**src/hw/rtl/tss_pkg.sv**
```systemverilog
// Shared types, codes and constants of the training session sequencer.
package tss_pkg;

	localparam int CFG_DATA_W  = 24;
	localparam int CFG_INDEX_W = 3;

	// Summary phase length and the 5 cmH2O validity limit in 0.01 cmH2O
	localparam logic [31:0] SUMMARY_MS         = 32'd10000;
	localparam logic [15:0] PRESSURE_VALID_MIN = 16'd500;

	// Register defaults
	localparam logic [14:0] TARGET_LOW_RST      = 15'd2000;
	localparam logic [14:0] ZONE_HYSTERESIS_RST = 15'd200;
	localparam logic [15:0] HOLD_TIME_RST       = 16'd3000;
	localparam logic [23:0] PREP_TIME_RST       = 24'd3000;
	localparam logic [23:0] SET_TIME_RST        = 24'd30000;
	localparam logic [23:0] REST_TIME_RST       = 24'd10000;
	localparam logic [7:0]  TOTAL_SETS_RST      = 8'd3;
	localparam logic [9:0]  SAMPLE_INTERVAL_RST = 10'd20;

	typedef enum logic [CFG_INDEX_W-1:0] {
		REG_TARGET_LOW      = 3'd0,
		REG_ZONE_HYSTERESIS = 3'd1,
		REG_HOLD_TIME       = 3'd2,
		REG_PREP_TIME       = 3'd3,
		REG_SET_TIME        = 3'd4,
		REG_REST_TIME       = 3'd5,
		REG_TOTAL_SETS      = 3'd6,
		REG_SAMPLE_INTERVAL = 3'd7
	} cfg_reg_t;

	typedef enum logic [1:0] {
		OP_TICK   = 2'd0,
		OP_SAMPLE = 2'd1,
		OP_EVENT  = 2'd2
	} op_t;

	typedef enum logic [2:0] {
		EV_BOOT_DONE   = 3'd0,
		EV_SHORT_PRESS = 3'd1,
		EV_LONG_PRESS  = 3'd2,
		EV_LINK_START  = 3'd3,
		EV_LINK_STOP   = 3'd4
	} event_t;

	typedef enum logic [2:0] {
		MODE_BOOT    = 3'd0,
		MODE_STANDBY = 3'd1,
		MODE_PREP    = 3'd2,
		MODE_TRAIN   = 3'd3,
		MODE_REST    = 3'd4,
		MODE_SUMMARY = 3'd5,
		MODE_WEEKLY  = 3'd6
	} mode_t;

	typedef enum logic [2:0] {
		NOTICE_NONE         = 3'd0,
		NOTICE_ENTERED      = 3'd1,
		NOTICE_LEFT         = 3'd2,
		NOTICE_HOLD         = 3'd3,
		NOTICE_ENTERED_HOLD = 3'd4
	} notice_t;

	typedef struct packed {
		logic [31:0]        id;
		logic [31:0]        duration;
		logic [7:0]         orifice;
		logic [31:0]        count;
		logic signed [15:0] max_p;
		logic [47:0]        sum;
		logic [31:0]        valid_cnt;
		logic [31:0]        endur;
		logic [15:0]        hits;
	} metrics_t;

endpackage

```
**src/hw/rtl/tss_if.sv**
```systemverilog
// Input and result channel interfaces of the training session sequencer.
interface tss_in_if;
	logic               valid;
	logic               ready;
	logic [1:0]         operation;
	logic [31:0]        now_ms;
	logic signed [15:0] pressure;
	logic [2:0]         event_code;
	logic [7:0]         payload;

	modport source (output valid, operation, now_ms, pressure, event_code, payload,
		input ready);
	modport sink (input valid, operation, now_ms, pressure, event_code, payload,
		output ready);
endinterface

interface tss_out_if;
	logic               valid;
	logic               ready;
	logic [2:0]         device_state;
	logic [2:0]         notice;
	logic               session_ended;
	logic [31:0]        session_id;
	logic [31:0]        duration_ms;
	logic [7:0]         orifice_level;
	logic [31:0]        sample_count;
	logic signed [15:0] max_pressure;
	logic [47:0]        pressure_sum;
	logic [31:0]        valid_samples;
	logic [31:0]        endurance_ms;
	logic [15:0]        target_hits;

	modport source (output valid, device_state, notice, session_ended, session_id,
		duration_ms, orifice_level, sample_count, max_pressure, pressure_sum,
		valid_samples, endurance_ms, target_hits, input ready);
	modport sink (input valid, device_state, notice, session_ended, session_id,
		duration_ms, orifice_level, sample_count, max_pressure, pressure_sum,
		valid_samples, endurance_ms, target_hits, output ready);
endinterface

```
**src/hw/rtl/training_session_sequencer.sv**
```systemverilog
// Top level of the training session sequencer: session state machine and metrics.
//
//  channel   direction  transaction                         accepted when
//  in_ch     sink       tick / pressure sample / event      in_ch.valid & in_ch.ready
//  out_ch    source     state, notice and session metrics   out_ch.valid & out_ch.ready
//  cfg_*     sink       register write (index, data)        cfg_wr_en
//
// Each input transaction lands in the stage-1 register, is processed against the
// session state and leaves through the stage-2 result register, so one item per
// cycle is sustained while out_ch.ready stays high.
// The stage-2 register holds a result until taken; stage 1 advances whenever the result
// register is empty or being taken. in_ch.ready is combinational: that, or stage 1 empty.
// arst_n clears the control state and loads the register defaults; no clearing pass.
module training_session_sequencer
	import tss_pkg::*;
(
	input  logic                   clk,
	input  logic                   arst_n,
	input  logic                   cfg_wr_en,
	input  logic [CFG_INDEX_W-1:0] cfg_index,
	input  logic [CFG_DATA_W-1:0]  cfg_data,
	tss_in_if.sink                 in_ch,
	tss_out_if.source              out_ch
);

	// Configuration registers
	logic [14:0] target_low_q;
	logic [14:0] zone_hyst_q;
	logic [15:0] hold_time_q;
	logic [23:0] prep_time_q;
	logic [23:0] set_time_q;
	logic [23:0] rest_time_q;
	logic [7:0]  total_sets_q;
	logic [9:0]  sample_intv_q;

	// Stage 1: captured input transaction
	logic               valid_s1;
	logic [1:0]         op_s1;
	logic [31:0]        now_s1;
	logic signed [15:0] pressure_s1;
	logic [2:0]         event_s1;
	logic [7:0]         payload_s1;

	// Stage 2: result register
	logic        valid_s2;
	mode_t       mode_s2;
	notice_t     notice_s2;
	logic        ended_s2;
	metrics_t    metrics_s2;

	// Session state
	mode_t       mode_q, mode_d;
	logic [31:0] phase_start_q, phase_start_d;
	logic [7:0]  set_count_q, set_count_d;
	logic        in_zone_q, in_zone_d;
	logic [31:0] zone_enter_q, zone_enter_d;
	logic [31:0] last_tick_q, last_tick_d;
	logic        hold_counted_q, hold_counted_d;
	logic [31:0] fallback_id_q, fallback_id_d;
	logic [31:0] session_start_q, session_start_d;
	metrics_t    metrics_q, metrics_d;

	// Per-item working signals
	logic               advance;
	notice_t            notice_c;
	logic               ended_c;
	logic               start_c;
	logic               finish_c;
	logic [7:0]         start_orifice;
	logic [31:0]        cur_time;
	logic [31:0]        phase_elapsed;
	logic [31:0]        hold_elapsed;
	logic [7:0]         set_count_inc;
	logic signed [16:0] p_ext;
	logic signed [16:0] thr_enter;
	logic signed [16:0] thr_stay;
	logic               now_in;
	logic               entering;
	logic               hold_hit;
	logic [48:0]        sum_ext;

	// Stage 1 moves on when the result register is free or being drained
	assign advance     = valid_s1 && (!valid_s2 || out_ch.ready);
	assign in_ch.ready = !valid_s1 || advance;

	// Register writes
	always_ff @(posedge clk or negedge arst_n) begin
		if (!arst_n) begin
			target_low_q  <= TARGET_LOW_RST;
			zone_hyst_q   <= ZONE_HYSTERESIS_RST;
			hold_time_q   <= HOLD_TIME_RST;
			prep_time_q   <= PREP_TIME_RST;
			set_time_q    <= SET_TIME_RST;
			rest_time_q   <= REST_TIME_RST;
			total_sets_q  <= TOTAL_SETS_RST;
			sample_intv_q <= SAMPLE_INTERVAL_RST;
		end else if (cfg_wr_en) begin
			unique case (cfg_index)
				REG_TARGET_LOW:      target_low_q  <= cfg_data[14:0];
				REG_ZONE_HYSTERESIS: zone_hyst_q   <= cfg_data[14:0];
				REG_HOLD_TIME:       hold_time_q   <= cfg_data[15:0];
				REG_PREP_TIME:       prep_time_q   <= cfg_data[23:0];
				REG_SET_TIME:        set_time_q    <= cfg_data[23:0];
				REG_REST_TIME:       rest_time_q   <= cfg_data[23:0];
				REG_TOTAL_SETS:      total_sets_q  <= cfg_data[7:0];
				REG_SAMPLE_INTERVAL: sample_intv_q <= cfg_data[9:0];
				default: ;
			endcase
		end
	end

	// Input register: hold the transaction until it advances
	always_ff @(posedge clk or negedge arst_n) begin
		if (!arst_n) begin
			valid_s1 <= 1'b0;
		end else if (in_ch.ready) begin
			valid_s1 <= in_ch.valid;
		end
	end

	always_ff @(posedge clk) begin
		if (in_ch.valid && in_ch.ready) begin
			op_s1       <= in_ch.operation;
			now_s1      <= in_ch.now_ms;
			pressure_s1 <= in_ch.pressure;
			event_s1    <= in_ch.event_code;
			payload_s1  <= in_ch.payload;
		end
	end

	// Shared arithmetic for the current item
	assign cur_time      = (op_s1 == OP_TICK) ? now_s1 : last_tick_q;
	assign phase_elapsed = now_s1 - phase_start_q;
	assign set_count_inc = set_count_q + 8'd1;

	// Zone test: entry threshold, or the hysteresis threshold once inside (may go negative)
	assign p_ext     = {pressure_s1[15], pressure_s1};
	assign thr_enter = $signed({2'b00, target_low_q});
	assign thr_stay  = $signed({2'b00, target_low_q}) - $signed({2'b00, zone_hyst_q});
	assign now_in    = in_zone_q ? (p_ext >= thr_stay) : (p_ext >= thr_enter);
	assign entering  = now_in && !in_zone_q;

	// A fresh entry restarts the hold clock at the current time
	assign hold_elapsed = entering ? 32'd0 : (last_tick_q - zone_enter_q);
	assign hold_hit     = now_in && (entering || !hold_counted_q)
		&& (hold_elapsed >= {16'd0, hold_time_q});

	assign sum_ext = {1'b0, metrics_q.sum} + {33'd0, pressure_s1};

	// Next session state and result for the item in stage 1
	always_comb begin
		mode_d          = mode_q;
		phase_start_d   = phase_start_q;
		set_count_d     = set_count_q;
		in_zone_d       = in_zone_q;
		zone_enter_d    = zone_enter_q;
		last_tick_d     = last_tick_q;
		hold_counted_d  = hold_counted_q;
		fallback_id_d   = fallback_id_q;
		session_start_d = session_start_q;
		metrics_d       = metrics_q;
		notice_c        = NOTICE_NONE;
		ended_c         = 1'b0;
		start_c         = 1'b0;
		finish_c        = 1'b0;
		start_orifice   = 8'd1;

		if (valid_s1) begin
			case (op_s1)
				OP_TICK: begin
					last_tick_d = now_s1;
					case (mode_q)
						MODE_PREP: begin
							if (phase_elapsed >= {8'd0, prep_time_q}) mode_d = MODE_TRAIN;
						end
						MODE_TRAIN: begin
							if (phase_elapsed >= {8'd0, set_time_q}) begin
								set_count_d = set_count_inc;
								if (set_count_inc >= total_sets_q) finish_c = 1'b1;
								else mode_d = MODE_REST;
							end
						end
						MODE_REST: begin
							if (phase_elapsed >= {8'd0, rest_time_q}) mode_d = MODE_TRAIN;
						end
						MODE_SUMMARY: begin
							if (phase_elapsed >= SUMMARY_MS) mode_d = MODE_STANDBY;
						end
						default: ;
					endcase
				end
				OP_SAMPLE: begin
					// Samples only count during a train set
					if (mode_q == MODE_TRAIN) begin
						metrics_d.count = metrics_q.count + 32'd1;
						if (pressure_s1 > metrics_q.max_p) metrics_d.max_p = pressure_s1;
						if (pressure_s1 >= $signed(PRESSURE_VALID_MIN)) begin
							metrics_d.sum       = sum_ext[48] ? '1 : sum_ext[47:0];
							metrics_d.valid_cnt = metrics_q.valid_cnt + 32'd1;
						end
						if (now_in) begin
							if (entering) begin
								in_zone_d      = 1'b1;
								zone_enter_d   = last_tick_q;
								hold_counted_d = 1'b0;
							end
							metrics_d.endur = metrics_q.endur + {22'd0, sample_intv_q};
							if (hold_hit) begin
								metrics_d.hits = metrics_q.hits + 16'd1;
								hold_counted_d = 1'b1;
							end
							if (entering && hold_hit) notice_c = NOTICE_ENTERED_HOLD;
							else if (entering)        notice_c = NOTICE_ENTERED;
							else if (hold_hit)        notice_c = NOTICE_HOLD;
						end else if (in_zone_q) begin
							in_zone_d = 1'b0;
							notice_c  = NOTICE_LEFT;
						end
					end
				end
				OP_EVENT: begin
					case (event_s1)
						EV_BOOT_DONE: mode_d = MODE_STANDBY;
						EV_SHORT_PRESS: begin
							if (mode_q == MODE_STANDBY) start_c = 1'b1;
							else if (mode_q == MODE_SUMMARY) mode_d = MODE_STANDBY;
						end
						EV_LONG_PRESS: begin
							// Outside standby a long press always closes the session
							if (mode_q == MODE_STANDBY) mode_d = MODE_WEEKLY;
							else finish_c = 1'b1;
						end
						EV_LINK_START: begin
							if (mode_q == MODE_STANDBY) begin
								start_c       = 1'b1;
								start_orifice = payload_s1;
							end
						end
						EV_LINK_STOP: begin
							if (mode_q == MODE_TRAIN || mode_q == MODE_REST
								|| mode_q == MODE_PREP) finish_c = 1'b1;
						end
						default: ;
					endcase
				end
				default: ;
			endcase
		end

		// Open a session: clear metrics, take the id from the time or the fallback counter
		if (start_c) begin
			metrics_d         = '0;
			metrics_d.orifice = start_orifice;
			metrics_d.id      = (cur_time != 32'd0) ? cur_time : fallback_id_q;
			fallback_id_d     = fallback_id_q + 32'd1;
			session_start_d   = cur_time;
			set_count_d       = 8'd0;
			in_zone_d         = 1'b0;
			hold_counted_d    = 1'b0;
			mode_d            = MODE_PREP;
		end

		// Close a session: stamp the duration and drop into summary
		if (finish_c) begin
			metrics_d.duration = cur_time - session_start_q;
			mode_d             = MODE_SUMMARY;
			ended_c            = 1'b1;
		end

		// Restart the phase clock only on a real change of mode
		if (mode_d != mode_q) phase_start_d = cur_time;
	end

	// Session state register
	always_ff @(posedge clk or negedge arst_n) begin
		if (!arst_n) begin
			mode_q          <= MODE_BOOT;
			phase_start_q   <= '0;
			set_count_q     <= '0;
			in_zone_q       <= 1'b0;
			zone_enter_q    <= '0;
			last_tick_q     <= '0;
			hold_counted_q  <= 1'b0;
			fallback_id_q   <= 32'd1;
			session_start_q <= '0;
			metrics_q       <= '0;
		end else if (advance) begin
			mode_q          <= mode_d;
			phase_start_q   <= phase_start_d;
			set_count_q     <= set_count_d;
			in_zone_q       <= in_zone_d;
			zone_enter_q    <= zone_enter_d;
			last_tick_q     <= last_tick_d;
			hold_counted_q  <= hold_counted_d;
			fallback_id_q   <= fallback_id_d;
			session_start_q <= session_start_d;
			metrics_q       <= metrics_d;
		end
	end

	// Result register: load on advance, drop once taken
	always_ff @(posedge clk or negedge arst_n) begin
		if (!arst_n) begin
			valid_s2 <= 1'b0;
		end else if (advance) begin
			valid_s2 <= 1'b1;
		end else if (out_ch.ready) begin
			valid_s2 <= 1'b0;
		end
	end

	always_ff @(posedge clk) begin
		if (advance) begin
			mode_s2    <= mode_d;
			notice_s2  <= notice_c;
			ended_s2   <= ended_c;
			metrics_s2 <= metrics_d;
		end
	end

	assign out_ch.valid         = valid_s2;
	assign out_ch.device_state  = mode_s2;
	assign out_ch.notice        = notice_s2;
	assign out_ch.session_ended = ended_s2;
	assign out_ch.session_id    = metrics_s2.id;
	assign out_ch.duration_ms   = metrics_s2.duration;
	assign out_ch.orifice_level = metrics_s2.orifice;
	assign out_ch.sample_count  = metrics_s2.count;
	assign out_ch.max_pressure  = metrics_s2.max_p;
	assign out_ch.pressure_sum  = metrics_s2.sum;
	assign out_ch.valid_samples = metrics_s2.valid_cnt;
	assign out_ch.endurance_ms  = metrics_s2.endur;
	assign out_ch.target_hits   = metrics_s2.hits;

endmodule
```
**src/flat_wrapper.sv**
```systemverilog
// flat-port wrapper written by rule: the top's interface ports become plain ports
module training_session_sequencer_flat import tss_pkg::*;
  (clk, arst_n, cfg_wr_en, cfg_index, cfg_data, in_ch_valid, in_ch_operation, in_ch_now_ms, in_ch_pressure, in_ch_event_code, in_ch_payload, in_ch_ready, out_ch_valid, out_ch_device_state, out_ch_notice, out_ch_session_ended, out_ch_session_id, out_ch_duration_ms, out_ch_orifice_level, out_ch_sample_count, out_ch_max_pressure, out_ch_pressure_sum, out_ch_valid_samples, out_ch_endurance_ms, out_ch_target_hits, out_ch_ready);
  tss_in_if in_ch_i ();
  tss_out_if out_ch_i ();
  input  logic clk;
  input  logic arst_n;
  input  logic cfg_wr_en;
  input  logic [CFG_INDEX_W-1:0] cfg_index;
  input  logic [CFG_DATA_W-1:0] cfg_data;
  input wire logic [$bits(in_ch_i.valid)-1:0] in_ch_valid;
  input wire logic [$bits(in_ch_i.operation)-1:0] in_ch_operation;
  input wire logic [$bits(in_ch_i.now_ms)-1:0] in_ch_now_ms;
  input wire logic [$bits(in_ch_i.pressure)-1:0] in_ch_pressure;
  input wire logic [$bits(in_ch_i.event_code)-1:0] in_ch_event_code;
  input wire logic [$bits(in_ch_i.payload)-1:0] in_ch_payload;
  output wire logic [$bits(in_ch_i.ready)-1:0] in_ch_ready;
  output wire logic [$bits(out_ch_i.valid)-1:0] out_ch_valid;
  output wire logic [$bits(out_ch_i.device_state)-1:0] out_ch_device_state;
  output wire logic [$bits(out_ch_i.notice)-1:0] out_ch_notice;
  output wire logic [$bits(out_ch_i.session_ended)-1:0] out_ch_session_ended;
  output wire logic [$bits(out_ch_i.session_id)-1:0] out_ch_session_id;
  output wire logic [$bits(out_ch_i.duration_ms)-1:0] out_ch_duration_ms;
  output wire logic [$bits(out_ch_i.orifice_level)-1:0] out_ch_orifice_level;
  output wire logic [$bits(out_ch_i.sample_count)-1:0] out_ch_sample_count;
  output wire logic [$bits(out_ch_i.max_pressure)-1:0] out_ch_max_pressure;
  output wire logic [$bits(out_ch_i.pressure_sum)-1:0] out_ch_pressure_sum;
  output wire logic [$bits(out_ch_i.valid_samples)-1:0] out_ch_valid_samples;
  output wire logic [$bits(out_ch_i.endurance_ms)-1:0] out_ch_endurance_ms;
  output wire logic [$bits(out_ch_i.target_hits)-1:0] out_ch_target_hits;
  input wire logic [$bits(out_ch_i.ready)-1:0] out_ch_ready;
  assign in_ch_i.valid = in_ch_valid;
  assign in_ch_i.operation = in_ch_operation;
  assign in_ch_i.now_ms = in_ch_now_ms;
  assign in_ch_i.pressure = in_ch_pressure;
  assign in_ch_i.event_code = in_ch_event_code;
  assign in_ch_i.payload = in_ch_payload;
  assign in_ch_ready = in_ch_i.ready;
  assign out_ch_valid = out_ch_i.valid;
  assign out_ch_device_state = out_ch_i.device_state;
  assign out_ch_notice = out_ch_i.notice;
  assign out_ch_session_ended = out_ch_i.session_ended;
  assign out_ch_session_id = out_ch_i.session_id;
  assign out_ch_duration_ms = out_ch_i.duration_ms;
  assign out_ch_orifice_level = out_ch_i.orifice_level;
  assign out_ch_sample_count = out_ch_i.sample_count;
  assign out_ch_max_pressure = out_ch_i.max_pressure;
  assign out_ch_pressure_sum = out_ch_i.pressure_sum;
  assign out_ch_valid_samples = out_ch_i.valid_samples;
  assign out_ch_endurance_ms = out_ch_i.endurance_ms;
  assign out_ch_target_hits = out_ch_i.target_hits;
  assign out_ch_i.ready = out_ch_ready;
  training_session_sequencer u_core (.clk(clk), .arst_n(arst_n), .cfg_wr_en(cfg_wr_en), .cfg_index(cfg_index), .cfg_data(cfg_data), .in_ch(in_ch_i), .out_ch(out_ch_i));
endmodule
```
**config.mk**
```make
export PLATFORM = sky130hd
export DESIGN_NAME = training_session_sequencer_flat
export DESIGN_NICKNAME = d
export VERILOG_FILES = /design/src/hw/rtl/tss_pkg.sv /design/src/hw/rtl/tss_if.sv /design/src/hw/rtl/training_session_sequencer.sv /design/src/flat_wrapper.sv
export SDC_FILE = /design/constraint.sdc
export NUM_CORES = 2
export LEC_CHECK = 0
export ABC_AREA = 1
export BUFFER_PORTS_ARGS = -buffer_cell sky130_fd_sc_hd__buf_2
export CORE_MARGIN = 5
export CORE_UTILIZATION = 25
export DETAILED_ROUTE_END_ITERATION = 10
export SYNTH_ARGS = -nofsm -noshare
export SYNTH_HDL_FRONTEND = slang
export SYNTH_SLANG_ARGS = --single-unit
export TNS_END_PERCENT = 50
```
**constraint.sdc**
```tcl
create_clock -name clk -period 25.7 [get_ports clk]
set_input_delay 2.57 -clock clk [delete_from_list [all_inputs] [get_ports clk]]
set_output_delay 2.57 -clock clk [all_outputs]
set_load 0.05 [all_outputs]
```
==> flow_summary.yaml <==
run_status:
  status: "finished clean"
synth:
  synth_commonest_cells: "1379 x nand2_1, 895 x inv_1, 655 x o21ai_0"
  yosys_warnings: 0
  yosysTopAreaCellShare_pct: 26.5
  ys_seq_area_share_pct: 48.0
  syn_area_um2: 49100
  synthArstFlopShare_pct: 63.9
  ys_ff_latch: 875
  postSynthCellCount: 5897
  synthTopCellsByArea: "dfrtp_1 26%, edfxtp_1 19%, nand2_1 11%"
  synth.most_common_cell: "nand2_1"
  ys_types: 66
  syn-mean-instance-area_um2: 8.32
  syn_nets: 6275
  synth_ff_type: "dfrtp_1"
  synth_edf_count: 316
  synth_area_leader_cell: "dfrtp_1"
hold_path:
  whs_path_depth: 1
  min_path_type: "reg -> reg"
  worstHoldEndpoint: "u_core.fallback_id_q[31]"
  worstHoldStart: "u_core.fallback_id_q[31]"
final_layout:
  drive_above_1_share_pct: 12.1
  syn_to_final_growth_pct: 17.6
  nNetsFinal: 6607
  final_util_pct: 29.6
  top_register: "u_core.metrics_q"
  largest_register_ffs: 248
floorplanning:
  die_h_um: 453
  die_area_um2: 205000
  start_util_pct: 25.2
  core_region_area_um2: 195000
  placement_rows: 162
  ios: 350
  dieWidth_um: 453
sta:
  drv_slew: 0
  fin_crit_sh_pct: 26.2
  fmax_mhz: 149
  fin_skew_ns: 0.0610
  setup_violations: 0
  rsz0062_at_grt: "no"
  hold_viol: 0
  tightest_slew_ns: 1.21
  period_needed_ns: 6.73
  finalSetupTns_ns: 0
  slew_headroom_pct: 19.4
  fin_ws_ns: 18.97
worst_setup_path:
  path_max_fanout: 49
  crit_top_cell: "nand2_1"
  crit_slowest_cell: "nand2_2"
  critical_path.max_stage_delay_ns: 0.59
  start_kind: "flop"
  worstSetupPathType: "reg -> reg"
  cp.arrival_ns: 7.33
  regToRegStartpoint: "u_core.now_s1[2]"
  r2r_cells: 33
  end_kind: "flop"
  crit_required_ns: 26.30
  r2r_slack_ns: 18.97
  worstReg2RegEnd: "u_core.phase_start_q[23]"
power:
  p_leak_nw: 26.5
  powerDensity_nw_per_um2: 113
  irDropWorstVdd_mv: 0.0588
  power_w: 0.00651
detailed_routing:
  vias_per_cell: 4.61
  drt_first_pass_iters: 8
  wl_per_cell_um: 18.4
  drcViolationCount: 0
  first_iter_violations: 3178
  ant_nets: 0
  vias: 41266
  drt-total-wl_um: 165000
place:
  dp_slack_ns: 19.07
  placement.io_buffers: 349
  hpwl_um: 125000
  gp_congestion: 0.914
grt:
  met2_usage_pct: 26.9
  met1_usage_pct: 19.9
  grt.overflow.total: 0
  grt_pass1_wl_um: 248000
  grt_start_max_net_pins: 190
  grt_usage_pct: 15.7
  grt_use_met3_pct: 2.29
  top_usage_layer: "met2"
  grt_pass1_vias: 39767
  antenna_found_initial: 20
clock_tree:
  clkTransAtPathRegs_ns: 0.06
  post_cts_buffers: 0
  cts_resized: 0
  clockBufferDepth: 3
  clock_latency_ns: 0.76
  htreeDepth: 3
  cts.sinks: 875
  cts_tree: "yes"
  cts-root-buf: "clkbuf_16"
  postCtsHoldBufs: 0
  cts_buffers: 102
job:
  max-cap-violations: 0
## per-layer routing
| layer | up-vias | wire, um |
|---|---|---|
| met5 | - | 0 |
| met4 | 0 | 7100 |
| met3 | 278 | 8300 |
| met2 | 1087 | 79200 |
| li1 | 20145 | - |
| met1 | 19756 | 70300 |
## stage by stage
stage	cell area [um2]	hold slack, ns	std cells
floorplan	49100	0.440	5897
finish	57700	0.471	8948
global placement	54000	0.460	8749
global route	57600	0.481	8943
CTS	57600	0.472	8943
detailed placement	54000	0.463	8749
## layout by cell type, fill, tap and decap left out, types with 31 or more instances in the layout
master / instances
o21ai_0: 654
o22ai_1: 32
a21oi_1: 349
edfxtp_1: 316
dfrtp_1: 519
ha_1: 279
nor4_1: 38
nor3_1: 111
nor2_1: 319
buf_2: 348
buf_4: 64
xnor2_1: 61
inv_1: 894
mux2_2: 31
nand4_1: 84
or2_2: 39
clkbuf_16: 105
nand3_1: 228
xor2_1: 95
dfstp_2: 40
nand2_1: 1378
## logic make-up after synthesis
family / Yosys count / share of synthesized area (%)
mux: 31 / 0.712
simple gates: 2264 / 19.7
buf+inv: 1097 / 8.47
flops: 875 / 48.0
fa+ha+maj: 285 / 7.36
compound gates: 1189 / 13.1
xor+xnor: 156 / 2.79
## cell type report
| class | instances | area, um2 |
|---|---|---|
| fillers | 20755 | 137000 |
| flip-flops and latches | 875 | 23500 |
| multi-input cells | 3925 | 21400 |
| inverters | 909 | 3420 |
| well taps | 2624 | 3280 |
| clock buffers | 134 | 2880 |
| repair buffers | 416 | 2300 |
| clock inverters | 60 | 822 |
| diodes | 5 | 12.5 |
## report_power, final
| part | internal, W | switching, W |
|---|---|---|
| sequential | 0.00187 | 0.000267 |
| combinational | 0.000887 | 0.00189 |
| clock | 0.000948 | 0.000654 |
| total | 0.00371 | 0.00281 |
## worst max-delay path, delay by kind of cell (launching register included)
family                   cells  cell delay, ns
AO/OA/AOI/OAI                1            0.57
XOR/XNOR                     1            0.41
adder cells (fa/ha/maj)      2            0.63
buffers and inverters        3            0.59
flip-flops                   1            0.41
AND/OR/NAND/NOR             26            3.92
## how the worst max path moves through the flow
stage	startpoint	end	slack (ns)
3_5_place_dp	u_core.now_s1[2]	u_core.phase_start_q[3]	19.07
3_3_place_gp	u_core.now_s1[0]	u_core.phase_start_q[2]	19.23
6_report	u_core.now_s1[2]	u_core.phase_start_q[23]	18.97
2_1_floorplan	out_ch_ready	u_core.out_ch.device_state[0]	14.65
4_1_cts	u_core.now_s1[2]	u_core.phase_start_q[23]	19.02
5_1_grt	u_core.phase_start_q[0]	u_core.phase_start_q[3]	18.31
Note: power is estimated with default switching activity, not from simulation.
